## config.mk

```make
export PLATFORM = sky130hd
export DESIGN_NAME = cubic_lagrange_resampler
export DESIGN_NICKNAME = d
export VERILOG_FILES = /design/src/crs_pkg.sv /design/src/cubic_lagrange_resampler.sv /design/src/crs_datapath.sv /design/src/crs_ctrl.sv
export SDC_FILE = /design/constraint.sdc
export NUM_CORES = 2
export LEC_CHECK = 0
export BUFFER_PORTS_ARGS = -buffer_cell sky130_fd_sc_hd__buf_2
export CORE_ASPECT_RATIO = 1.5
export CORE_UTILIZATION = 55
export DETAILED_ROUTE_END_ITERATION = 16
export PLACE_DENSITY = 0.77
export REMOVE_ABC_BUFFERS = 1
export SLEW_MARGIN = 20
export SYNTH_ARGS = -nofsm -noshare
export SYNTH_HDL_FRONTEND = slang
export SYNTH_SLANG_ARGS = --single-unit
export TNS_END_PERCENT = 30
```

## constraint.sdc

```tcl
create_clock -name clk -period 7.5 [get_ports clk]
set_input_delay 0.75 -clock clk [delete_from_list [all_inputs] [get_ports clk]]
set_output_delay 0.75 -clock clk [all_outputs]
set_load 0.02 [all_outputs]
```

## src/crs_pkg.sv

```systemverilog
package crs_pkg;

    localparam int SAMPLE_WIDTH_DEF = 16;
    localparam int PHASE_BITS_DEF   = 5;
    localparam int RATE_WIDTH       = 6;
    localparam int DIV_STEPS        = 8;

    typedef struct packed {
        logic load;
        logic skip;
        logic finish;
        logic mul1;
        logic mul2;
        logic dload;
        logic div;
        logic emit;
        logic copy;
    } cmd_t;

    typedef struct packed {
        logic pos_due;
        logic full;
        logic div_done;
        logic out_free;
    } status_t;

endpackage

```

## src/cubic_lagrange_resampler.sv

```systemverilog
// Channel   Signals                              Direction  Transaction when
// input     in_valid in_stall sample_in          in         in_valid && !in_stall
//           buffer_start
// output    out_valid out_stall sample_out       out        out_valid && !out_stall
//           run_last
// config    cfg_valid cfg_ready cfg_data         in         cfg_valid && cfg_ready
//
// Each result is computed by the two multiply stages and the 8-bit-per-cycle divide-by-6
// unit. An input transaction first checks the position, then produces one result per
// due position and skips each position passed over while the window fills; the input
// stalls until that is done. A buffer start loads the sample and copies it out as last.
// Reset is asynchronous, active low; no clearing pass is needed.
// The output register lets the next result's arithmetic run while one waits on
// out_stall; the sequencer only holds before writing it.
module cubic_lagrange_resampler #(
    parameter int SAMPLE_WIDTH = crs_pkg::SAMPLE_WIDTH_DEF,
    parameter int PHASE_BITS   = crs_pkg::PHASE_BITS_DEF
) (
    input  logic                                  clk,
    input  logic                                  rst_n,
    input  logic                                  in_valid,
    output logic                                  in_stall,
    input  logic signed [SAMPLE_WIDTH-1:0]        sample_in,
    input  logic                                  buffer_start,
    output logic                                  out_valid,
    input  logic                                  out_stall,
    output logic signed [SAMPLE_WIDTH-1:0]        sample_out,
    output logic                                  run_last,
    input  logic                                  cfg_valid,
    output logic                                  cfg_ready,
    input  logic signed [crs_pkg::RATE_WIDTH-1:0] cfg_data
);
    import crs_pkg::*;

    cmd_t    cmd;
    status_t status;

    crs_ctrl u_ctrl (
        .clk          (clk),
        .rst_n        (rst_n),
        .in_valid     (in_valid),
        .in_stall     (in_stall),
        .buffer_start (buffer_start),
        .status       (status),
        .cmd          (cmd)
    );

    crs_datapath #(
        .SAMPLE_WIDTH (SAMPLE_WIDTH),
        .PHASE_BITS   (PHASE_BITS)
    ) u_datapath (
        .clk          (clk),
        .rst_n        (rst_n),
        .cmd          (cmd),
        .status       (status),
        .sample_in    (sample_in),
        .buffer_start (buffer_start),
        .cfg_valid    (cfg_valid),
        .cfg_ready    (cfg_ready),
        .cfg_data     (cfg_data),
        .out_valid    (out_valid),
        .out_stall    (out_stall),
        .sample_out   (sample_out),
        .run_last     (run_last)
    );

endmodule

```

## src/crs_datapath.sv

```systemverilog
module crs_datapath #(
    parameter int SAMPLE_WIDTH = crs_pkg::SAMPLE_WIDTH_DEF,
    parameter int PHASE_BITS   = crs_pkg::PHASE_BITS_DEF
) (
    input  logic                                    clk,
    input  logic                                    rst_n,
    input  crs_pkg::cmd_t                           cmd,
    output crs_pkg::status_t                        status,
    input  logic signed [SAMPLE_WIDTH-1:0]          sample_in,
    input  logic                                    buffer_start,
    input  logic                                    cfg_valid,
    output logic                                    cfg_ready,
    input  logic signed [crs_pkg::RATE_WIDTH-1:0]   cfg_data,
    output logic                                    out_valid,
    input  logic                                    out_stall,
    output logic signed [SAMPLE_WIDTH-1:0]          sample_out,
    output logic                                    run_last
);
    import crs_pkg::*;

    localparam int SW    = SAMPLE_WIDTH;
    localparam int PB    = PHASE_BITS;
    localparam int ONE   = 1 << PB;
    localparam int FW    = PB + 2;
    localparam int MW    = SW + FW;
    localparam int QW    = 2 * FW;
    localparam int AW    = SW + PB + 3;
    localparam int BW    = 2 * PB + 3;
    localparam int PW    = AW + BW;
    localparam int DCYC  = (PW + DIV_STEPS - 1) / DIV_STEPS;
    localparam int DW    = DCYC * DIV_STEPS;
    localparam int CNTW  = $clog2(DCYC);
    localparam int POSW  = PB + 2;
    localparam int RW    = (PB + 3 > RATE_WIDTH + 1) ? PB + 3 : RATE_WIDTH + 1;
    localparam int SHIFT = 3 * PB;

    localparam logic [POSW-1:0]        POS_ONE  = POSW'(ONE);
    localparam logic [POSW-1:0]        POS_TWO  = POSW'(2 * ONE);
    localparam logic signed [FW-1:0]   F_ONE    = FW'(ONE);
    localparam logic signed [RW-1:0]   RATE_LO  = -RW'(ONE);
    localparam logic signed [RW-1:0]   RATE_HI  = RW'(ONE - 1);
    localparam logic signed [RW-1:0]   RATE_ONE = RW'(ONE);
    localparam logic signed [PW-1:0]   SMAX     = PW'((1 << (SW - 1)) - 1);
    localparam logic signed [PW-1:0]   SMIN     = -SMAX - PW'(1);
    localparam logic [CNTW-1:0]        CNT_LAST = CNTW'(DCYC - 1);

    logic signed [SW-1:0]     win_reg [4];
    logic [2:0]               fill_reg;
    logic [POSW-1:0]          pos_reg;
    logic signed [RATE_WIDTH-1:0] rate_reg;

    logic signed [AW-1:0]     ac_reg, ao_reg;
    logic signed [BW-1:0]     bc_reg, bo_reg;
    logic signed [PW-1:0]     c_reg, o_reg, c2_reg;
    logic [DW-1:0]            div_reg;
    logic [2:0]               rem_reg;
    logic                     neg_reg;
    logic [CNTW-1:0]          cnt_reg;
    logic                     last_reg;

    logic                     out_valid_reg;
    logic signed [SW-1:0]     sample_reg;
    logic                     run_last_reg;

    logic signed [RW-1:0]     rate_ext, rate_c, adv_w;
    logic [POSW-1:0]          adv, pos_adv;
    logic signed [FW-1:0]     t, xm, xp, xmm;
    logic signed [MW-1:0]     pc1, pc2, po1, po2;
    logic signed [QW-1:0]     pbc, pbo;
    logic signed [AW-1:0]     ac_next, ao_next;
    logic signed [PW-1:0]     c_next, o_next, c2_next;
    logic [PW-1:0]            mag;
    logic [DW-1:0]            div_next;
    logic [2:0]               rem_next;
    logic signed [PW-1:0]     quot, o6, vsum, vshift;
    logic signed [SW-1:0]     vsat;
    logic                     out_free;

    assign cfg_ready = 1'b1;

    always_comb
    begin
        rate_ext = RW'(rate_reg);
        if (rate_ext < RATE_LO)
            rate_c = RATE_LO;
        else if (rate_ext > RATE_HI)
            rate_c = RATE_HI;
        else
            rate_c = rate_ext;
        adv_w   = RATE_ONE - rate_c;
        adv     = adv_w[POSW-1:0];
        pos_adv = pos_reg + adv;
    end

    // phase factors, scaled by 2^PB
    always_comb
    begin
        t   = $signed({2'b00, pos_reg[PB-1:0]});
        xm  = t - F_ONE;
        xp  = t + F_ONE;
        xmm = xm - F_ONE;
        pc1 = MW'(xm) * MW'(win_reg[1]);
        pc2 = MW'(t) * MW'(win_reg[2]);
        po1 = MW'(xp) * MW'(win_reg[3]);
        po2 = MW'(xmm) * MW'(win_reg[0]);
        pbc = QW'(xp) * QW'(xmm);
        pbo = QW'(t) * QW'(xm);
        ac_next = AW'(pc1) - AW'(pc2);
        ao_next = AW'(po1) - AW'(po2);
        c_next  = PW'(ac_reg) * PW'(bc_reg);
        o_next  = PW'(ao_reg) * PW'(bo_reg);
    end

    // truncating /2 and magnitude for the /6 unit
    always_comb
    begin
        c2_next = (c_reg + $signed({{(PW-1){1'b0}}, c_reg[PW-1]})) >>> 1;
        mag     = o_reg[PW-1] ? PW'(-o_reg) : o_reg;
    end

    // restoring divide by 6, DIV_STEPS quotient bits per cycle
    always_comb
    begin
        logic [3:0] r4;
        div_next = div_reg;
        rem_next = rem_reg;
        for (int i = 0; i < DIV_STEPS; i++)
        begin
            r4       = {rem_next, div_next[DW-1]};
            div_next = {div_next[DW-2:0], 1'b0};
            if (r4 >= 4'd6)
            begin
                r4          = r4 - 4'd6;
                div_next[0] = 1'b1;
            end
            rem_next = r4[2:0];
        end
    end

    always_comb
    begin
        quot   = $signed(div_reg[PW-1:0]);
        o6     = neg_reg ? -quot : quot;
        vsum   = c2_reg + o6;
        vshift = vsum >>> SHIFT;
        if (vshift > SMAX)
            vsat = SMAX[SW-1:0];
        else if (vshift < SMIN)
            vsat = SMIN[SW-1:0];
        else
            vsat = vshift[SW-1:0];
    end

    assign out_free = !out_valid_reg || !out_stall;

    always_comb
    begin
        status.pos_due  = pos_reg < POS_ONE;
        status.full     = fill_reg == 3'd4;
        status.div_done = cnt_reg == CNT_LAST;
        status.out_free = out_free;
    end

    always_ff @(posedge clk or negedge rst_n)
    begin
        if (!rst_n)
        begin
            fill_reg      <= 3'd0;
            pos_reg       <= POS_ONE;
            rate_reg      <= '0;
            out_valid_reg <= 1'b0;
        end
        else
        begin
            if (cfg_valid)
                rate_reg <= cfg_data;
            if (cmd.load)
            begin
                if (buffer_start)
                begin
                    fill_reg <= 3'd1;
                    pos_reg  <= POS_TWO;
                end
                else if (fill_reg != 3'd4)
                    fill_reg <= fill_reg + 3'd1;
            end
            if (cmd.skip || cmd.mul1)
                pos_reg <= pos_adv;
            if (cmd.finish)
                pos_reg <= pos_reg - POS_ONE;
            if (cmd.emit || cmd.copy)
                out_valid_reg <= 1'b1;
            else if (!out_stall)
                out_valid_reg <= 1'b0;
        end
    end

    always_ff @(posedge clk)
    begin
        if (cmd.load)
        begin
            if (buffer_start)
            begin
                win_reg[0] <= '0;
                win_reg[1] <= '0;
                win_reg[2] <= '0;
            end
            else
            begin
                win_reg[0] <= win_reg[1];
                win_reg[1] <= win_reg[2];
                win_reg[2] <= win_reg[3];
            end
            win_reg[3] <= sample_in;
        end
        if (cmd.mul1)
        begin
            ac_reg   <= ac_next;
            ao_reg   <= ao_next;
            bc_reg   <= BW'(pbc);
            bo_reg   <= BW'(pbo);
            last_reg <= pos_adv >= POS_ONE;
        end
        if (cmd.mul2)
        begin
            c_reg <= c_next;
            o_reg <= o_next;
        end
        if (cmd.dload)
        begin
            c2_reg  <= c2_next;
            div_reg <= DW'(mag);
            rem_reg <= 3'd0;
            neg_reg <= o_reg[PW-1];
            cnt_reg <= '0;
        end
        if (cmd.div)
        begin
            div_reg <= div_next;
            rem_reg <= rem_next;
            cnt_reg <= cnt_reg + CNTW'(1);
        end
        if (cmd.emit)
        begin
            sample_reg   <= vsat;
            run_last_reg <= last_reg;
        end
        else if (cmd.copy)
        begin
            sample_reg   <= win_reg[3];
            run_last_reg <= 1'b1;
        end
    end

    assign out_valid  = out_valid_reg;
    assign sample_out = sample_reg;
    assign run_last   = run_last_reg;

    a_emit_free: assert property (@(posedge clk) disable iff (!rst_n)
        (cmd.emit || cmd.copy) |-> out_free)
        else $error("result written while output register held");

    a_mul_due: assert property (@(posedge clk) disable iff (!rst_n)
        cmd.mul1 |-> (status.pos_due && status.full))
        else $error("interpolation started off a due position");

    a_pos_range: assert property (@(posedge clk) disable iff (!rst_n)
        pos_reg < POSW'(3 * ONE))
        else $error("position out of range");

    a_copy_valid: assert property (@(posedge clk) disable iff (!rst_n)
        cmd.copy |=> (out_valid && run_last))
        else $error("copied sample not presented as last");

endmodule

```

## src/crs_ctrl.sv

```systemverilog
module crs_ctrl (
    input  logic             clk,
    input  logic             rst_n,
    input  logic             in_valid,
    output logic             in_stall,
    input  logic             buffer_start,
    input  crs_pkg::status_t status,
    output crs_pkg::cmd_t    cmd
);
    import crs_pkg::*;

    typedef enum logic [2:0] {
        S_IDLE,
        S_CHECK,
        S_MUL1,
        S_MUL2,
        S_DLOAD,
        S_DIV,
        S_EMIT,
        S_COPY
    } state_t;

    state_t state_reg, state_next;
    logic   accept;

    assign in_stall = state_reg != S_IDLE;
    assign accept   = in_valid && !in_stall;

    always_comb
    begin
        cmd        = '0;
        state_next = state_reg;
        case (state_reg)
            S_IDLE:
            begin
                if (accept)
                begin
                    cmd.load   = 1'b1;
                    state_next = buffer_start ? S_COPY : S_CHECK;
                end
            end
            S_CHECK:
            begin
                if (!status.pos_due)
                begin
                    cmd.finish = 1'b1;
                    state_next = S_IDLE;
                end
                else if (status.full)
                    state_next = S_MUL1;
                else
                    cmd.skip = 1'b1;
            end
            S_MUL1:
            begin
                cmd.mul1   = 1'b1;
                state_next = S_MUL2;
            end
            S_MUL2:
            begin
                cmd.mul2   = 1'b1;
                state_next = S_DLOAD;
            end
            S_DLOAD:
            begin
                cmd.dload  = 1'b1;
                state_next = S_DIV;
            end
            S_DIV:
            begin
                cmd.div = 1'b1;
                if (status.div_done)
                    state_next = S_EMIT;
            end
            S_EMIT:
            begin
                if (status.out_free)
                begin
                    cmd.emit   = 1'b1;
                    state_next = S_CHECK;
                end
            end
            S_COPY:
            begin
                if (status.out_free)
                begin
                    cmd.copy   = 1'b1;
                    state_next = S_IDLE;
                end
            end
            default:
            begin
                state_next = S_IDLE;
            end
        endcase
    end

    always_ff @(posedge clk or negedge rst_n)
    begin
        if (!rst_n)
            state_reg <= S_IDLE;
        else
            state_reg <= state_next;
    end

    a_load_idle: assert property (@(posedge clk) disable iff (!rst_n)
        cmd.load |=> (state_reg == S_COPY || state_reg == S_CHECK))
        else $error("load did not start a run");

    a_div_exit: assert property (@(posedge clk) disable iff (!rst_n)
        (state_reg == S_DIV && status.div_done) |=> state_reg == S_EMIT)
        else $error("divide finished without emit");

    a_one_cmd: assert property (@(posedge clk) disable iff (!rst_n)
        $onehot0({cmd.load, cmd.skip, cmd.finish, cmd.mul1, cmd.mul2,
                  cmd.dload, cmd.div, cmd.emit, cmd.copy}))
        else $error("more than one command at once");

endmodule

```

### Yosys cells after proc, flatten, opt, wreduce, memory -nomap -nowiden

Memories as Yosys holds them, arrays and structs flattened.
Index checks and enable logic that the tools add are counted.

* memories: 1
* memory bits (writable): 64
* latch bits: 0
* register bits after elaboration: 269
* word-level logic and storage cells: 171
* ROM bits: 0

* bitwise operators: 3
* multiply operators: 8
* mux-type cells: 71
* div/mod/pow operators: 0
* equal/unequal tests: 16
* magnitude comparators: 14
* reduce and logical (&&, ||, !) cells: 17
* add/sub/neg operators: 22
* shift-type cells: 0

Memory list
* u_datapath.win_reg: words 4, width 16, rd ports 4, clocked after memory_dff 0, write ports 4, line crs_datapath.sv:47 `logic signed [SW-1:0] win_reg [4];`

Operators with widths (count)
* $mux W16: 7
* $mux W40: 2
* $mul A24 B13 Y37: 2
* $mux W37: 2
* $neg A37 Y37: 2
* $mul A7 B16 Y23: 3
* $mux W3: 20
* $mux W7: 6
* $add A36 B37 Y37: 1
* $add A37 B2 Y37: 1
* $ge A4 B3 Y1 const B: 8
* $mux W1: 32
* $pmux W3 S8: 1
* $sub A23 B22 Y24: 1
* $sub A23 B23 Y24: 1
* $sub A3 B3 Y3 const B: 8
* $gt A22 B16 Y1 const B: 1
* $lt A22 B16 Y1 const B: 1
* $mul A6 B16 Y22: 1
* $eq A3 B3 Y1 const B: 6
* $mul A6 B7 Y13: 1
* $mul A7 B7 Y13: 1
* $reduce_bool A3 Y1: 3
* $ne A2 B1 Y1 const B: 4
* 24 further kinds: 36

### Logic depth before layout (Yosys ltp)

* depth after elaboration: 17
* depth in mapped cells: 29
* mapped depth without buffers: 27

### By module

From an unflattened synthesis, not the netlist that was laid out.

* cell total of the unflattened synthesis: 5020
* area, all modules: 50758.7 sq um

Modules (own cells, without submodules)
* crs_datapath: cells an instance 4981, area each 50480.9 sq um, seq. area each 9675.5 sq um, times used 1
* crs_ctrl: cells an instance 39, area each 277.8 sq um, seq. area each 75.1 sq um, times used 1

### Worst setup path after synthesis

Ideal clock, no wire load.

* path type: flip-flop to flip-flop
* start point: register u_datapath.pos_reg[2]
* end point: register u_datapath.ac_reg[22] (data pin)
* required time: 7.242 ns
* setup time: 0.258 ns
* buffers on the path: 2
* data arrival time: 6.462 ns
* cell stages (with the launch flop): 23
* period minus slack after synthesis: 6.720 ns
* setup slack: 0.780 ns
* path through: dfrtp_1 -> clkbuf_1 -> clkbuf_1 -> nand2_1 -> fa_1 -> fa_1 -> fa_1 -> fa_1 -> inv_1 -> fa_1 -> fa_1 -> ha_1 -> a21o_1 -> a21oi_1 -> o21ai_0 -> a21oi_1 -> o21ai_1 -> a41oi_1 -> a2111oi_0 -> or3_1 -> a41o_1 -> a21oi_1 -> xnor2_1

* longest elaborated chain between the ends: 3

Ends and longest elaborated chain
* from (decl): line crs_datapath.sv:49 `logic [POSW-1:0] pos_reg;`
* from (signal assigned): line crs_datapath.sv:188 `pos_reg <= pos_adv;`
* from (signal assigned): line crs_datapath.sv:190 `pos_reg <= pos_reg - POS_ONE;`
* $sub A5 B6 Y7: line crs_datapath.sv:99 `xm = t - F_ONE;`
* $mul A7 B16 Y23: line crs_datapath.sv:102 `pc1 = MW'(xm) * MW'(win_reg[1]);`
* $sub A23 B22 Y24 *: line crs_datapath.sv:108 `ac_next = AW'(pc1) - AW'(pc2);`
* net u_datapath.ac_next[22]: line crs_datapath.sv:70 `logic signed [AW-1:0] ac_next, ao_next;`
* to (signal assigned): line crs_datapath.sv:218 `ac_reg <= ac_next;`
* to (decl): line crs_datapath.sv:52 `logic signed [AW-1:0] ac_reg, ao_reg;`

Mark *: on every way through the listed nets, which the timed path passes. The rest lies on a longest branch.
A chain may end at the register's enable or synchronous reset.

### Worst setup path after layout

* start point: register u_datapath.bo_reg[4]
* end point: register u_datapath.o_reg[36] (data pin)

* longest elaborated chain between the ends: 1

Ends and longest elaborated chain
* from (decl): line crs_datapath.sv:53 `logic signed [BW-1:0] bc_reg, bo_reg;`
* from (signal assigned): line crs_datapath.sv:221 `bo_reg <= BW'(pbo);`
* $mul A24 B13 Y37: line crs_datapath.sv:111 `o_next = PW'(ao_reg) * PW'(bo_reg);`
* net u_datapath.o_next[36]: line crs_datapath.sv:71 `logic signed [PW-1:0] c_next, o_next, c2_next;`
* to (signal assigned): line crs_datapath.sv:227 `o_reg <= o_next;`
* to (decl): line crs_datapath.sv:54 `logic signed [PW-1:0] c_reg, o_reg, c2_reg;`

The timed path passes the listed nets, and every way through them passes these cells.

==> run metrics <==
outcome=finished, final reports clean; Final setup viols=0; number of max-cap violations=0; Worst Setup Start Kind=flip-flop; Rows=roughly 140; Vias/cell=5.69; post-synthesis cell type count=83; dpl hpwl=102,000 um; Slew headroom=22.9%; DRC violations left=0; Die H=374 um; Main synth FF type=edfxtp_1; clock skew after layout=26.6 ps; core area=about 92,000 um2; vias in the first global route=roughly 39,000; measured slew at the worst slew-check pin=1160 ps; clk buf depth=3; Cell Area, Placed=52,300 um2; clock root cell=clkbuf_16; die area=93,700 um2; FFs w/ async S/R, synth=6.08%; io pins=48; Antenna Nets Post-Route=0; crit end category=flip-flop; PnR worst setup slack=~450 ps; final period utilization=94.0%; Fill cells=7,565; multiplexer share of the synthesized area=0.244%; per-cell routed wire length=around 20 um; All-Layer GR Usage=between 20% and 30%; min cycle time layout=7050 ps; clock sinks=329; WP data required=7830 ps; DR pass1 iterations=5; die width=about 250 um; Final Slew Violations=0; Post-Synth Adder-Cell Area=47.0%; CTS tree=done; largest net degree at the start of global routing=72; CP peak stage delay=800 ps; Synth top area share=35.2%; CP max-delay cell=edfxtp_1; Arr. time, crit path=7380 ps; largest area contributor in the synthesized netlist=fa_1; top cells by area, synth=fa_1 35%, edfxtp_1 18%, ha_1 12%; CP cell instances=nand2_1 -> fa_1 -> fa_1 -> inv_1 -> fa_1 -> inv_1 -> fa_1 -> inv_1 -> fa_1 -> fa_1 -> ha_1 -> nor4_1 -> o211ai_1 -> a31oi_1 -> a211oi_1 -> o2111ai_1 -> a31o_2 -> o21ai_0 -> nor3_1 -> o21bai_1 -> a21oi_1 -> xnor2_1; Multi-input gate area=37,000 um2; FF+latch count, synth=329; critical path's most frequent cell=fa_1; setup TNS=0 ps; register area=9780 um2; Syn. warnings=0; fraction of layout cells with a size suffix above 1=slightly above 4%; sequential element share of the synthesized area=19.2%; Starting Density=55.5%; routed wire length=between 100,000 and 150,000 um; first-pass GRT wire length=approximately 200,000 um; H-tree levels=2; initial antenna violation count=5; fmax=142 MHz; simple-gate share of the synthesized area=between 10% and 20%; Num CTS Buffers=38; CP Class=reg -> reg; final hold viol count=0; complex-gate fraction of the synthesized area=6.40%; RSZ-0062 raised after global routing=no; xor and xnor area share after synthesis=roughly 4.6%; Critical path origin=u_datapath.bo_reg[4]; Hold Buf Count CTS=0; Final Util=58.6%; Nets=6,391; worst slack, placed=459 ps; Hold Path Class=in -> async; RR Startpoint=u_datapath.bo_reg[4]; grt ovf=0; CTS clk-pin slew, worst paths=70 ps; Crit Path Max Fanout=17; EDFF count, synth=309; Iteration-0 DRC Markers=approximately 2,200; GP Congestion=0.933; routed vias=35,200; largest family of logic cells by synthesized area=adder cells; most common library cell in the layout ignoring fill and taps=inv_1; Worst-Skew Late Latency=roughly 600 ps; Avg Cell Area, Syn=just over 10 um2; cells after synthesis=5,031; synthesized area=50,800 um2; I/O Buffers=46; area grow syn2layout=5.58%; max FFs per register=64; post-layout instance area=between 50,000 and 60,000 um2; commonest non-fill, non-tap cells in the layout=901 x inv_1, 895 x fa_1, 489 x nand2_1, 476 x ha_1, 473 x and2_1
-- synth_stat cells (all sizes together), types with 40 or more instances --
cell    count
xnor2     188
edfxtp    309
clkbuf    178
o21ai     134
a21oi     145
nor2      187
inv       902
nand2     489
nand2b     61
nor3       59
and2      476
ha        476
fa        895
xor2       79
a21o       40
-- per-stage QoR --
stage	hold WS, ps	instances
2_1_floorplan	454	4846
3_3_place_gp	509	6123
3_5_place_dp	522	6123
4_1_cts	181	6191
5_1_grt	200	6193
6_report	190	6195
-- path summary, 6_finish.rpt --
check	end	cells past startpoint	slack, ps
setup / recovery	u_datapath.o_reg[36]	22	450
hold / removal	u_datapath.rate_reg[3]	1	190
setup reg to reg	u_datapath.o_reg[36]	22	450
hold reg to reg	u_datapath.out_valid	2	530
max in group asynchronous	u_datapath.pos_reg[1]	1	6820
min in group clk	u_datapath.win_reg[3][9]	1	330
-- layout make-up --
cell class                 instances  share of cell area (%)
timing repair buffer             106                    1.36
inverter                         903                    6.31
clock buffer                      40                    1.83
sequential                       329                    18.2
tap                             1173                    2.73
antenna                            2                 0.00932
clock inverter                    28                   0.625
multi-input combinational       3614                    68.9
-- per-layer routing --
metal / part of all wire [%] / GRT usage [%]
met5: 0.019 / 0
met4: 7.7 / 18.8
met3: 4.9 / 3.06
met2: 53 / 51.0
met1: 34 / 29.4
-- cells by family after synthesis --
group | Yosys count
DFF | 329
adders and majority gates | 1373
and+or+nand+nor | 1448
AOI/OAI and AO/OA | 511
other | 2
buffers and inverters | 1089
xor gates and xnor gates | 267
muxes | 12
-- worst max-delay path: cells and delay by family, from the launching register on --
| family | cells | cell delay [ps] |
|---|---|---|
| simple gates | 3 | 780 |
| xor+xnor | 1 | 80 |
| compound gates | 8 | 1730 |
| fa+ha+maj | 7 | 3200 |
| buf+inv | 3 | 180 |
| flops | 1 | 800 |
-- repair_timing --
action,CTS,global route
resized for setup,0,0
setup buffers,0,1
setup endpoints to repair,0,1
hold endpoints to repair,0,0
Power is left out: the tool's default activity adds up to more than one toggle a clock period on the data nets, which glitch-free logic cannot reach.
